===== config.mk =====
export PLATFORM = sky130hd
export DESIGN_NAME = form_urlencoded_tokenizer_flat
export DESIGN_NICKNAME = d
export VERILOG_FILES = /design/src/design/fut_pkg.sv /design/src/design/fut_ifs.sv /design/src/design/fut_front.sv /design/src/design/fut_queue.sv /design/src/design/fut_back.sv /design/src/design/form_urlencoded_tokenizer.sv /design/src/flat_wrapper.sv
export SDC_FILE = /design/constraint.sdc
export NUM_CORES = 1
export LEC_CHECK = 0
export ABC_AREA = 1
export BUFFER_PORTS_ARGS = -buffer_cell sky130_fd_sc_hd__buf_4
export CAP_MARGIN = 20
export CORE_MARGIN = 2
export CORE_UTILIZATION = 55
export CTS_CLUSTER_SIZE = 28
export DETAILED_ROUTE_END_ITERATION = 7
export MAX_ROUTING_LAYER = met4
export PLACE_DENSITY_LB_ADDON = 0.1
export SLEW_MARGIN = 20
export SYNTH_ARGS = -nofsm -noshare
export SYNTH_HDL_FRONTEND = slang
export SYNTH_HIERARCHICAL = 1
export SYNTH_SLANG_ARGS = --single-unit

===== constraint.sdc =====
create_clock -name clock -period 10.5 [get_ports clock]
set_clock_uncertainty 0.2 [all_clocks]
set_input_delay 1.05 -clock clock [delete_from_list [all_inputs] [get_ports clock]]
set_output_delay 1.05 -clock clock [all_outputs]
set_load 0.1 [all_outputs]

===== src/design/fut_pkg.sv =====
// ----------------------------------------------------------------------------
// fut_pkg - shared types and constants for the form-urlencoded tokenizer
// Result and bundle layouts, delimiter codes, escape phase codes.
// ----------------------------------------------------------------------------
package fut_pkg;

   // special characters of a form body
   localparam logic [7:0] CH_PLUS  = 8'h2B;
   localparam logic [7:0] CH_PCT   = 8'h25;
   localparam logic [7:0] CH_AMP   = 8'h26;
   localparam logic [7:0] CH_EQ    = 8'h3D;
   localparam logic [7:0] CH_SPACE = 8'h20;

   // most result words one input byte can cause
   localparam int unsigned MAX_RESULTS = 4;
   localparam int unsigned SLOT_W      = $clog2(MAX_RESULTS);
   localparam int unsigned COUNT_W     = $clog2(MAX_RESULTS + 1);

   // default depth of the front-to-back queue, in bundles
   localparam int unsigned QUEUE_DEPTH_DEF = 4;

   typedef enum logic [1:0] {
      PH_IDLE  = 2'd0,   // no escape pending
      PH_PCT   = 2'd1,   // '%' seen
      PH_DIGIT = 2'd2    // '%' and one hex digit seen
   } esc_phase_type;

   typedef struct packed {
      logic [7:0] out_byte;
      logic       has_byte;
      logic       in_value;
      logic       pair_end;
      logic       pair_kept;
      logic       run_last;
   } result_type;

   // all result words caused by one input byte
   typedef struct packed {
      logic [COUNT_W-1:0]                 count;
      result_type [MAX_RESULTS-1:0]       slot;
   } bundle_type;

   typedef struct packed {
      logic full;
      logic empty;
   } q_stat_type;

endpackage


===== src/design/fut_ifs.sv =====
// ----------------------------------------------------------------------------
// fut_ifs - channel interfaces of the form-urlencoded tokenizer
// Valid/ready request channel (raw bytes) and response channel (tokens).
// ----------------------------------------------------------------------------
interface fut_req_if;
   logic       valid;
   logic       ready;
   logic [7:0] in_byte;
   logic       body_end;

   modport source (output valid, output in_byte, output body_end, input ready);
   modport sink   (input valid, input in_byte, input body_end, output ready);
endinterface

interface fut_rsp_if;
   logic       valid;
   logic       ready;
   logic [7:0] out_byte;
   logic       has_byte;
   logic       in_value;
   logic       pair_end;
   logic       pair_kept;
   logic       run_last;

   modport source (output valid, output out_byte, output has_byte, output in_value,
                   output pair_end, output pair_kept, output run_last, input ready);
   modport sink   (input valid, input out_byte, input has_byte, input in_value,
                   input pair_end, input pair_kept, input run_last, output ready);
endinterface


===== src/design/fut_front.sv =====
// ----------------------------------------------------------------------------
// fut_front - byte classifier and escape tracker
// Takes one raw byte per cycle while accept is high; builds its result bundle.
// ----------------------------------------------------------------------------
module fut_front
   import fut_pkg::*;
(
   input  logic       clock,
   input  logic       reset,
   input  logic       accept,
   input  logic [7:0] in_byte,
   input  logic       body_end,
   output logic       push,
   output bundle_type bundle
);

   esc_phase_type phase_ff, phase_in;
   logic [7:0]    held_ff, held_in;
   logic          side_ff, side_in;

   // {valid, value} of a hex digit, either case
   function automatic logic [4:0] hex_decode(input logic [7:0] c);
      logic [4:0] r;
      r = 5'd0;
      if (c >= 8'h30 && c <= 8'h39)      r = {1'b1, 4'(c - 8'h30)};
      else if (c >= 8'h61 && c <= 8'h66) r = {1'b1, 4'(c - 8'h57)};
      else if (c >= 8'h41 && c <= 8'h46) r = {1'b1, 4'(c - 8'h37)};
      return r;
   endfunction

   function automatic result_type data_word(input logic [7:0] b, input logic side);
      result_type r;
      r = '0;
      r.out_byte = b;
      r.has_byte = 1'b1;
      r.in_value = side;
      return r;
   endfunction

   function automatic result_type marker_word(input logic kept);
      result_type r;
      r = '0;
      r.pair_end  = 1'b1;
      r.pair_kept = kept;
      return r;
   endfunction

   function automatic bundle_type append(input bundle_type b, input result_type r);
      bundle_type o;
      o = b;
      o.slot[o.count[SLOT_W-1:0]] = r;
      o.count = o.count + 1'b1;
      return o;
   endfunction

   // emit a pending escape raw: '%' then the held digit
   function automatic bundle_type flush(input bundle_type b, input esc_phase_type ph,
                                        input logic [7:0] held, input logic side);
      bundle_type o;
      o = b;
      if (ph == PH_PCT || ph == PH_DIGIT) o = append(o, data_word(CH_PCT, side));
      if (ph == PH_DIGIT)                 o = append(o, data_word(held, side));
      return o;
   endfunction

   always_comb begin
      bundle_type           b;
      esc_phase_type        ph;
      logic [7:0]           held;
      logic                 side;
      logic                 was_amp;
      logic                 plain;
      logic [4:0]           hc;
      logic [4:0]           hh;
      logic [SLOT_W-1:0]    last_idx;

      b       = '0;
      ph      = phase_ff;
      held    = held_ff;
      side    = side_ff;
      was_amp = 1'b0;
      plain   = 1'b0;
      hc      = hex_decode(in_byte);
      hh      = hex_decode(held_ff);

      if (in_byte == CH_AMP) begin
         b       = flush(b, ph, held, side);
         ph      = PH_IDLE;
         b       = append(b, marker_word(side));
         side    = 1'b0;
         was_amp = 1'b1;
      end else if (in_byte == CH_EQ && !side) begin
         b    = flush(b, ph, held, side);
         ph   = PH_IDLE;
         side = 1'b1;
      end else begin
         case (phase_ff)
            PH_PCT: begin
               if (hc[4]) begin
                  held = in_byte;
                  ph   = PH_DIGIT;
               end else begin
                  b     = flush(b, ph, held, side);
                  ph    = PH_IDLE;
                  plain = 1'b1;
               end
            end
            PH_DIGIT: begin
               if (hc[4]) begin
                  b  = append(b, data_word({hh[4] ? hh[3:0] : 4'd0, hc[3:0]}, side));
                  ph = PH_IDLE;
               end else begin
                  b     = flush(b, ph, held, side);
                  ph    = PH_IDLE;
                  plain = 1'b1;
               end
            end
            default: begin
               ph    = PH_IDLE;
               plain = 1'b1;
            end
         endcase
      end

      // non-delimiter byte with no escape pending
      if (plain) begin
         if (in_byte == CH_PLUS)     b  = append(b, data_word(CH_SPACE, side));
         else if (in_byte == CH_PCT) ph = PH_PCT;
         else                        b  = append(b, data_word(in_byte, side));
      end

      if (body_end) begin
         b = flush(b, ph, held, side);
         if (!was_amp) b = append(b, marker_word(side));
         ph   = PH_IDLE;
         held = 8'd0;
         side = 1'b0;
      end

      last_idx = SLOT_W'(b.count - 1'b1);
      if (b.count != '0) b.slot[last_idx].run_last = 1'b1;

      bundle   = b;
      phase_in = ph;
      held_in  = held;
      side_in  = side;
   end

   assign push = accept && (bundle.count != '0);

   always_ff @(posedge clock) begin
      if (reset) begin
         phase_ff <= PH_IDLE;
         held_ff  <= 8'd0;
         side_ff  <= 1'b0;
      end else if (accept) begin
         phase_ff <= phase_in;
         held_ff  <= held_in;
         side_ff  <= side_in;
      end
   end

endmodule


===== src/design/fut_queue.sv =====
// ----------------------------------------------------------------------------
// fut_queue - bundle queue between front and back
// Small circular buffer; decouples byte intake from result delivery.
// ----------------------------------------------------------------------------
module fut_queue
   import fut_pkg::*;
#(
   parameter int unsigned DEPTH = QUEUE_DEPTH_DEF
)
(
   input  logic       clock,
   input  logic       reset,
   input  logic       push,
   input  bundle_type wr_data,
   input  logic       pop,
   output bundle_type rd_data,
   output q_stat_type stat
);

   localparam int unsigned PTR_W = (DEPTH > 1) ? $clog2(DEPTH) : 1;
   localparam int unsigned CNT_W = $clog2(DEPTH + 1);

   bundle_type        mem [DEPTH];
   logic [PTR_W-1:0]  wr_ptr_ff, wr_ptr_in;
   logic [PTR_W-1:0]  rd_ptr_ff, rd_ptr_in;
   logic [CNT_W-1:0]  count_ff,  count_in;

   function automatic logic [PTR_W-1:0] bump(input logic [PTR_W-1:0] p);
      return (p == PTR_W'(DEPTH - 1)) ? '0 : p + 1'b1;
   endfunction

   assign stat.full  = (count_ff == CNT_W'(DEPTH));
   assign stat.empty = (count_ff == '0);
   assign rd_data    = mem[rd_ptr_ff];

   always_comb begin
      wr_ptr_in = push ? bump(wr_ptr_ff) : wr_ptr_ff;
      rd_ptr_in = pop  ? bump(rd_ptr_ff) : rd_ptr_ff;
      count_in  = count_ff;
      if (push && !pop)      count_in = count_ff + 1'b1;
      else if (pop && !push) count_in = count_ff - 1'b1;
   end

   always_ff @(posedge clock) begin
      if (push) mem[wr_ptr_ff] <= wr_data;
   end

   always_ff @(posedge clock) begin
      if (reset) begin
         wr_ptr_ff <= '0;
         rd_ptr_ff <= '0;
         count_ff  <= '0;
      end else begin
         wr_ptr_ff <= wr_ptr_in;
         rd_ptr_ff <= rd_ptr_in;
         count_ff  <= count_in;
      end
   end

endmodule


===== src/design/fut_back.sv =====
// ----------------------------------------------------------------------------
// fut_back - result serializer
// Walks each bundle one word per cycle into the response register while ready.
// ----------------------------------------------------------------------------
module fut_back
   import fut_pkg::*;
(
   input  logic       clock,
   input  logic       reset,
   input  bundle_type head,
   input  q_stat_type q_stat,
   output logic       pop,
   fut_rsp_if.source  rsp_ch
);

   logic [SLOT_W-1:0] idx_ff, idx_in;
   logic              valid_ff, valid_in;
   result_type        data_ff;
   logic              load;
   logic              last_slot;

   assign load      = !q_stat.empty && (!valid_ff || rsp_ch.ready);
   assign last_slot = (idx_ff == SLOT_W'(head.count - 1'b1));
   assign pop       = load && last_slot;

   always_comb begin
      idx_in   = idx_ff;
      valid_in = valid_ff;
      if (load) begin
         idx_in   = last_slot ? '0 : idx_ff + 1'b1;
         valid_in = 1'b1;
      end else if (rsp_ch.ready) begin
         valid_in = 1'b0;
      end
   end

   always_ff @(posedge clock) begin
      if (reset) begin
         idx_ff   <= '0;
         valid_ff <= 1'b0;
      end else begin
         idx_ff   <= idx_in;
         valid_ff <= valid_in;
      end
   end

   always_ff @(posedge clock) begin
      if (load) data_ff <= head.slot[idx_ff];
   end

   assign rsp_ch.valid     = valid_ff;
   assign rsp_ch.out_byte  = data_ff.out_byte;
   assign rsp_ch.has_byte  = data_ff.has_byte;
   assign rsp_ch.in_value  = data_ff.in_value;
   assign rsp_ch.pair_end  = data_ff.pair_end;
   assign rsp_ch.pair_kept = data_ff.pair_kept;
   assign rsp_ch.run_last  = data_ff.run_last;

endmodule


===== src/design/form_urlencoded_tokenizer.sv =====
// ----------------------------------------------------------------------------
// form_urlencoded_tokenizer - streaming form-urlencoded body decoder
// Splits pairs and key/value, decodes '+' and percent escapes, marks pair ends.
// ----------------------------------------------------------------------------
// The block takes one raw body byte per cycle on req_ch, while its queue has
// room, and returns decoded words on rsp_ch: data words tagged key or value,
// and a marker word at the end of every pair (pair_kept low means the pair
// had no '=' and should be dropped); run_last flags the final word caused by
// each input byte. A byte yields zero to four words, so the sustained rate is
// one byte per cycle or one word per cycle, whichever is slower: the back end
// emits one word per cycle while rsp_ch is ready. A byte with no words ('%',
// a first hex digit, the split '=') is taken but pushes nothing downstream.
// The front end builds a byte's whole bundle of words in the cycle it is
// taken; a queue of QUEUE_DEPTH bundles lets it run ahead while the response
// side stalls. req_ch.ready drops only when that queue is full. A byte's
// first word goes through the queue write, then the response register load.
// ----------------------------------------------------------------------------
module form_urlencoded_tokenizer
   import fut_pkg::*;
#(
   parameter int unsigned QUEUE_DEPTH = QUEUE_DEPTH_DEF
)
(
   input  logic      clock,
   input  logic      reset,
   fut_req_if.sink   req_ch,
   fut_rsp_if.source rsp_ch
);

   logic       accept;
   logic       push;
   logic       pop;
   bundle_type wr_bundle;
   bundle_type head;
   q_stat_type q_stat;

   // intake stalls only on a full queue
   assign req_ch.ready = !q_stat.full;
   assign accept       = req_ch.valid && req_ch.ready;

   // front: classify byte, track escape and key/value side
   fut_front u_front (
      .clock    (clock),
      .reset    (reset),
      .accept   (accept),
      .in_byte  (req_ch.in_byte),
      .body_end (req_ch.body_end),
      .push     (push),
      .bundle   (wr_bundle)
   );

   // bundles of words waiting for delivery
   fut_queue #(
      .DEPTH (QUEUE_DEPTH)
   ) u_queue (
      .clock   (clock),
      .reset   (reset),
      .push    (push),
      .wr_data (wr_bundle),
      .pop     (pop),
      .rd_data (head),
      .stat    (q_stat)
   );

   // back: one word per cycle into the response register while rsp_ch is ready
   fut_back u_back (
      .clock  (clock),
      .reset  (reset),
      .head   (head),
      .q_stat (q_stat),
      .pop    (pop),
      .rsp_ch (rsp_ch)
   );

`ifndef SYNTH
   // never take a byte while the queue has no room
   a_no_accept_when_full: assert property (@(posedge clock) disable iff (reset)
      q_stat.full |-> !accept)
      else $error("byte accepted with full queue");

   // a bundle pushed into an empty queue with a free output: queue write,
   // then response load, after which valid is up
   a_push_reaches_output: assert property (@(posedge clock) disable iff (reset)
      push && q_stat.empty && !rsp_ch.valid |-> ##2 rsp_ch.valid)
      else $error("pushed bundle did not reach response");

   // no word appears from nothing
   a_no_phantom_word: assert property (@(posedge clock) disable iff (reset)
      !push && q_stat.empty && (!rsp_ch.valid || rsp_ch.ready) |=> !rsp_ch.valid)
      else $error("response valid without queued word");
`endif

endmodule


===== src/flat_wrapper.sv =====
// flat-port wrapper written by rule: the top's interface ports become plain ports
module form_urlencoded_tokenizer_flat import fut_pkg::*;
#(
   parameter int unsigned QUEUE_DEPTH = QUEUE_DEPTH_DEF
)
  (clock, reset, req_ch_valid, req_ch_in_byte, req_ch_body_end, req_ch_ready, rsp_ch_valid, rsp_ch_out_byte, rsp_ch_has_byte, rsp_ch_in_value, rsp_ch_pair_end, rsp_ch_pair_kept, rsp_ch_run_last, rsp_ch_ready);
  fut_req_if req_ch_i ();
  fut_rsp_if rsp_ch_i ();
  input  logic clock;
  input  logic reset;
  input wire logic [$bits(req_ch_i.valid)-1:0] req_ch_valid;
  input wire logic [$bits(req_ch_i.in_byte)-1:0] req_ch_in_byte;
  input wire logic [$bits(req_ch_i.body_end)-1:0] req_ch_body_end;
  output wire logic [$bits(req_ch_i.ready)-1:0] req_ch_ready;
  output wire logic [$bits(rsp_ch_i.valid)-1:0] rsp_ch_valid;
  output wire logic [$bits(rsp_ch_i.out_byte)-1:0] rsp_ch_out_byte;
  output wire logic [$bits(rsp_ch_i.has_byte)-1:0] rsp_ch_has_byte;
  output wire logic [$bits(rsp_ch_i.in_value)-1:0] rsp_ch_in_value;
  output wire logic [$bits(rsp_ch_i.pair_end)-1:0] rsp_ch_pair_end;
  output wire logic [$bits(rsp_ch_i.pair_kept)-1:0] rsp_ch_pair_kept;
  output wire logic [$bits(rsp_ch_i.run_last)-1:0] rsp_ch_run_last;
  input wire logic [$bits(rsp_ch_i.ready)-1:0] rsp_ch_ready;
  assign req_ch_i.valid = req_ch_valid;
  assign req_ch_i.in_byte = req_ch_in_byte;
  assign req_ch_i.body_end = req_ch_body_end;
  assign req_ch_ready = req_ch_i.ready;
  assign rsp_ch_valid = rsp_ch_i.valid;
  assign rsp_ch_out_byte = rsp_ch_i.out_byte;
  assign rsp_ch_has_byte = rsp_ch_i.has_byte;
  assign rsp_ch_in_value = rsp_ch_i.in_value;
  assign rsp_ch_pair_end = rsp_ch_i.pair_end;
  assign rsp_ch_pair_kept = rsp_ch_i.pair_kept;
  assign rsp_ch_run_last = rsp_ch_i.run_last;
  assign rsp_ch_i.ready = rsp_ch_ready;
  form_urlencoded_tokenizer #(.QUEUE_DEPTH(QUEUE_DEPTH)) u_core (.clock(clock), .reset(reset), .req_ch(req_ch_i), .rsp_ch(rsp_ch_i));
endmodule

==> results of run 1 <==
## stage by stage
step	std cells	area [µm²]	util [%]	setup WS (ps)	power (W)
6_report	1499	13300	61.3	3860	0.00318
4_1_cts	1499	13300	61.3	3900	0.00320
5_1_grt	1499	13300	61.3	3370	0.00334
3_3_place_gp	1449	12500	57.4	3450	0.00229
2_1_floorplan	1183	12200	-	4270	0.00205
3_5_place_dp	1449	12500	57.4	3330	0.00230
## state kept, by name (all words and copies together) (netlist names), 2 cells and up, named ones only
| register | count |
|---|---|
| u_core/u_queue/rd_ptr_ff | 2 |
| u_core/u_front/held_ff | 8 |
| u_core/u_back/idx_ff | 2 |
| u_core/u_back/rsp_ch.out_byte | 8 |
| u_core/u_queue/mem | 216 |
| u_core/u_queue/wr_ptr_ff | 2 |
| u_core/u_front/phase_ff | 2 |
| u_core/u_queue/count_ff | 3 |
## worst paths after layout
| path | startpoint | endpoint | slack, ps | cells after the start |
|---|---|---|---|---|
| max reg2reg | u_core/u_front/phase_ff[0] | u_core/u_queue/mem[3][6] | 4000 | 32 |
| min reg2reg | u_core/u_front/side_ff | u_core/u_front/side_ff | 320 | 2 |
| max | req_ch_in_byte[1] | u_core/u_queue/mem[3][6] | 3860 | 31 |
| min | u_core/u_front/side_ff | u_core/u_front/side_ff | 320 | 2 |
## area by class of cell
cell class / instances / area [µm²]
fillers: 1858 / 8420
flip-flops and latches: 252 / 7340
multi-input cells: 769 / 4110
clock buffers: 35 / 716
inverters: 111 / 418
well taps: 280 / 350
repair buffers: 37 / 278
clock inverters: 15 / 126
## worst max-delay path, delay by kind of cell
family,cells,cell delay [ps]
fa+ha+maj,4,1090
buf+inv,12,2120
xor+xnor,1,260
compound gates,1,80
simple gates,13,1990
## layer usage
layer | GRT usage, % | share of wire (%) | vias to the layer above
met5 | - | 0 | -
met4 | 8.02 | 2.9 | 0
met3 | 3.67 | 8.6 | 75
met2 | 43.7 | 46 | 477
met1 | 40.6 | 43 | 4451
li1 | - | - | 4264
## where the power goes
group          internal (W)  leakage, nW  total, W  switching (W)
Clock              0.000528        0.415  0.000899       0.000370
Combinational      0.000247         2.18   0.00102       0.000773
Sequential          0.00122         2.38   0.00126      0.0000375
Total               0.00200         4.98   0.00318        0.00118
==> out/summary.txt, run 1 <==
Critical Path End Type -> register
CP arrival -> 6610 ps
largest net degree at the start of global routing -> 91
first-pass GRT wire length -> 50200 µm
final worst path period share -> 63.3%
status -> finished clean
Tot GR Track Use -> 28.5%
max-slew violation count -> 0
DRT iter0 DRCs -> 1046
antenna violations before repair -> 0
min cycle time layout -> 6640 ps
Final Hold Slack -> 319 ps
total of max-cap violations -> 0
Worst-Skew Late Latency -> 530 ps
TritonCTS clock tree -> yes
required time worst endpoint -> 10470 ps
Leak -> 4.98 nW
area of the core -> 0.0218 mm²
RSZ-0062 raised after global routing -> false
GR Overflow Total -> 0
Setup CP Type -> in2reg
clock root cell -> clkbuf_16
HPWL after detailed placement -> 21700 µm
crit-path max cell delay -> 620 ps
FP Rows -> 54
crit path max-delay cell type -> nor2_1
Most common cell on crit path -> inv_1
Layout area overhead -> 9.50%
Die Ht -> 153 µm
PortBufs -> 27
Mapped Cells -> 1183
Setup Fix Bufs, Post-CTS -> 0
routed len/inst -> 21.8 µm
cts bufs inserted -> 27
vias -> 9267
HP Class -> reg2reg
CP Launch Type -> input port
gpl congestion -> 1.03
clk buf depth -> 3
post-route ant nets -> 0
Peak VDD IR -> 0.000146 V
Initial Utilization -> 56.0%
die area -> 0.0233 mm²
worst-path maximum fanout -> 28
Worst-path clk slew -> 70 ps
Antenna diodes -> 0
mapped cell area -> 0.0122 mm²
share of post-route cells with drive strength above 1 -> 10.3%
Die Wd -> 153 µm
Worst slew margin -> 39.2%
Top Ports -> 28
vias in the first global route -> 8767
syn avg cell area -> 10.3 µm²
Post-route DRC -> 0
htree depth -> 1
Post-Route WL -> 32700 µm
Hold-fix buffers, CTS -> 0
drt pass-1 iters -> 6
most frequent cells in the layout -> edfxtp_1, nor2_1, o21ai_0, nand2_1, inv_1
setup violators final -> 0
clock sinks -> 252
TNS Setup -> 0 ps
Ys Warns -> 6
vias per cell -> 6.18
Worst-Margin Slew -> 912 ps
nets -> 1247
Final Hold Viols -> 0
post-cts sizing count -> 0
fmax -> 150 MHz
PwrDens -> 239 mW/mm²
commonest non-fill, non-tap cell in the layout -> edfxtp_1
syn_nets -> 1232
Power figures use the tool's default switching activity.
==> run 2, diff against run 1 <==
==> constraint.sdc (replaced) <==
create_clock -name clock -period 6.3 [get_ports clock]
set_clock_uncertainty 0.2 [all_clocks]
set_input_delay 0.63 -clock clock [delete_from_list [all_inputs] [get_ports clock]]
set_output_delay 0.63 -clock clock [all_outputs]
set_load 0.1 [all_outputs]
==> run 2 against run 1 <==
  * Combinational power up 70%
  * Wire length down 0.93%
  * Critical path depth up 7
  * Sequential power up 67%
  * Register-to-register slack worse by 3400 ps
  * Via count down 0.30%
  * Count of clock-buffer cells in the layout down 2
  * Global-route usage down 0.31 points
  * First-iteration DRC count up 8.5%
  * Total power up 67%
  * Largest power group unchanged
  * Final cell count up 0.53%
==> out/summary.txt, run 2 (synthesized netlist as in run 1, its figures left out) <==
most flop-heavy register -> u_core/u_queue/mem
HPWL after detailed placement -> 21400 µm (-1.3%)
placed cell areas -> 0.0126 mm² (+1.2%)
Final Hold Slack -> 242 ps (-76.4 ps)
Initial Utilization -> 56.0% (unchanged)
Die Ht -> 153 µm (unchanged)
required time worst endpoint -> 6520 ps (-3950 ps)
fmax -> 174 MHz
largest net degree at the start of global routing -> 63 (-31%)
Top Ports -> 28 (unchanged)
DRT iter0 DRCs -> 1135 (+8.5%)
FP Rows -> 54 (unchanged)
drt pass-1 iters -> 5 (-1)
TNS Setup -> 0 ps (unchanged)
RSZ-0062 raised after global routing -> false
Tot GR Track Use -> 28.2% (-0.31 points)
crit-path max cell delay -> 460 ps (-160 ps)
Final Hold Viols -> 0 (unchanged)
TritonCTS clock tree -> yes
total of max-cap violations -> 0 (unchanged)
worst-path maximum fanout -> 6 (-79%)
PortBufs -> 27 (unchanged)
cts bufs inserted -> 27 (unchanged)
vias in the first global route -> 8751 (-0.18%)
Crit path max-delay family -> adder cells
reg2reg setup slack -> 550 ps (-3450 ps)
status -> finished clean
HP Class -> in2reg
GR Overflow Total -> 0 (unchanged)
worst r2r src -> u_core/u_front/phase_ff[0]
htree depth -> 1 (unchanged)
cells on worst reg2reg path -> 38 (+19%)
Sequential cell area -> 0.00734 mm² (unchanged)
clock sinks -> 252 (unchanged)
final instance area -> 0.0135 mm² (+1.2%)
crit path max-delay cell type -> ha_1
gpl congestion -> 1.12 (+8.7%)
CP arrival -> 5960 ps (-650 ps)
Multi-input gate area -> 0.00411 mm² (unchanged)
max-slew violation count -> 0 (unchanged)
CP bufs+invs -> 12 (unchanged)
Worst slew margin -> 41.1% (+1.9 points)
nets -> 1257 (+0.80%)
vias per cell -> 6.13 (-0.83%)
clock root cell -> clkbuf_16
Filler Cell Count -> 1801 (-3.1%)
Antenna diodes -> 0 (unchanged)
Leak -> 5.03 nW (+1.2%)
CP Launch Type -> register
setup violators final -> 0 (unchanged)
clk buf depth -> 3 (unchanged)
PwrDens -> 395 mW/mm² (+65%)
area of the core -> 0.0218 mm² (unchanged)
Most common cell on crit path -> inv_1
min cycle time layout -> 5750 ps
share of post-route cells with drive strength above 1 -> 11.1% (+0.83 points)
die area -> 0.0233 mm² (unchanged)
routed len/inst -> 21.5 µm (-1.5%)
Setup CP Type -> reg2reg
commonest non-fill, non-tap cell in the layout -> edfxtp_1
dpl ws -> 153 ps (-3180 ps)
Peak VDD IR -> 0.000260 V (+79%)
end of the worst register-to-register path -> u_core/u_queue/count_ff[2]
antenna violations before repair -> 0 (unchanged)
most frequent cells in the layout -> edfxtp_1, nor2_1, o21ai_0, nand2_1, inv_1
Setup crit end -> u_core/u_queue/count_ff[2]
Worst Setup SP -> u_core/u_front/phase_ff[0]
Critical Path Stages -> 38 (+23%)
vias -> 9239 (-0.30%)
Post-route DRC -> 0 (unchanged)
Worst-Skew Late Latency -> 530 ps (about the same)
Worst-path clk slew -> 60 ps (about the same)
Worst-Margin Slew -> 883 ps (-29.0 ps)
Post-Route WL -> 32400 µm (-0.93%)
Die Wd -> 153 µm (unchanged)
worst setup margin -> 555 ps (-3300 ps)
Critical Path End Type -> register
post-route ant nets -> 0 (unchanged)
max reg flops -> 216 (unchanged)
final worst path period share -> 91.2%
first-pass GRT wire length -> 49600 µm (-1.2%)
Layout area overhead -> 10.8%
run 2: area by class of cell:
cell class                      count  area share, %
Sequential cell                   252           54.4
Multi-Input combinational cell    769           30.4
Clock buffer                       33           5.18
Timing Repair Buffer               47           3.27
Inverter                          111           3.13
Tap cell                          280           2.60
Clock inverter                     15          0.974
run 2: power by group:
group | switching [W] | internal (W) | leakage [nW]
Clock | 0.000619 | 0.000867 | 0.409
Sequential | 0.0000627 | 0.00204 | 2.38
Combinational | 0.00130 | 0.000430 | 2.24
run 2: through the flow:
stage	power (W)	util [%]	std cells
floorplan	0.00341	-	1183
global placement	0.00385	58.1	1457
detailed placement	0.00387	58.1	1457
CTS	0.00535	61.9	1505
global route	0.00556	62.0	1507
finish	0.00532	62.0	1507
run 2: routing by layer:
layer  GRT usage [%]  vias up  wire, µm
li1                -     4287         -
met2            45.1      418     15300
met1            39.1     4480     13800
met4            7.41        0       652
met5               -        -         0
met3            3.07       54      2660
run 2: worst register-to-register path: cells and delay by family (launching register included):
family                     cells  cell delay [ps]
AOI/OAI and AO/OA              1               90
and+or+nand+nor               17             1550
DFF                            1              380
adders and majority gates      7             2060
xor gates and xnor gates       1              230
buffers and inverters         12             1140
run 2: how the worst min path moves through the flow:
stage / from / to / slack, ps / cells after the start
floorplan: u_core/u_front/held_ff[5] / u_core/u_front/held_ff[5] / 270 / 2
global placement: u_core/u_front/phase_ff[0] / u_core/u_front/phase_ff[0] / 300 / 2
detailed placement: u_core/u_front/phase_ff[0] / u_core/u_front/phase_ff[0] / 310 / 2
CTS: rsp_ch_ready / u_core/u_back/rsp_ch.valid / 220 / 4
global route: reset / u_core/u_queue/count_ff[0] / 270 / 2
finish: rsp_ch_ready / u_core/u_back/rsp_ch.valid / 240 / 4
run 2: timing repair:
| action | 4_1_cts | 5_1_grt |
|---|---|---|
| resized for setup | 0 | 1 |
| setup endpoints to repair | 0 | 2 |
| setup buffers | 0 | 2 |
| hold buffers | 0 | 0 |
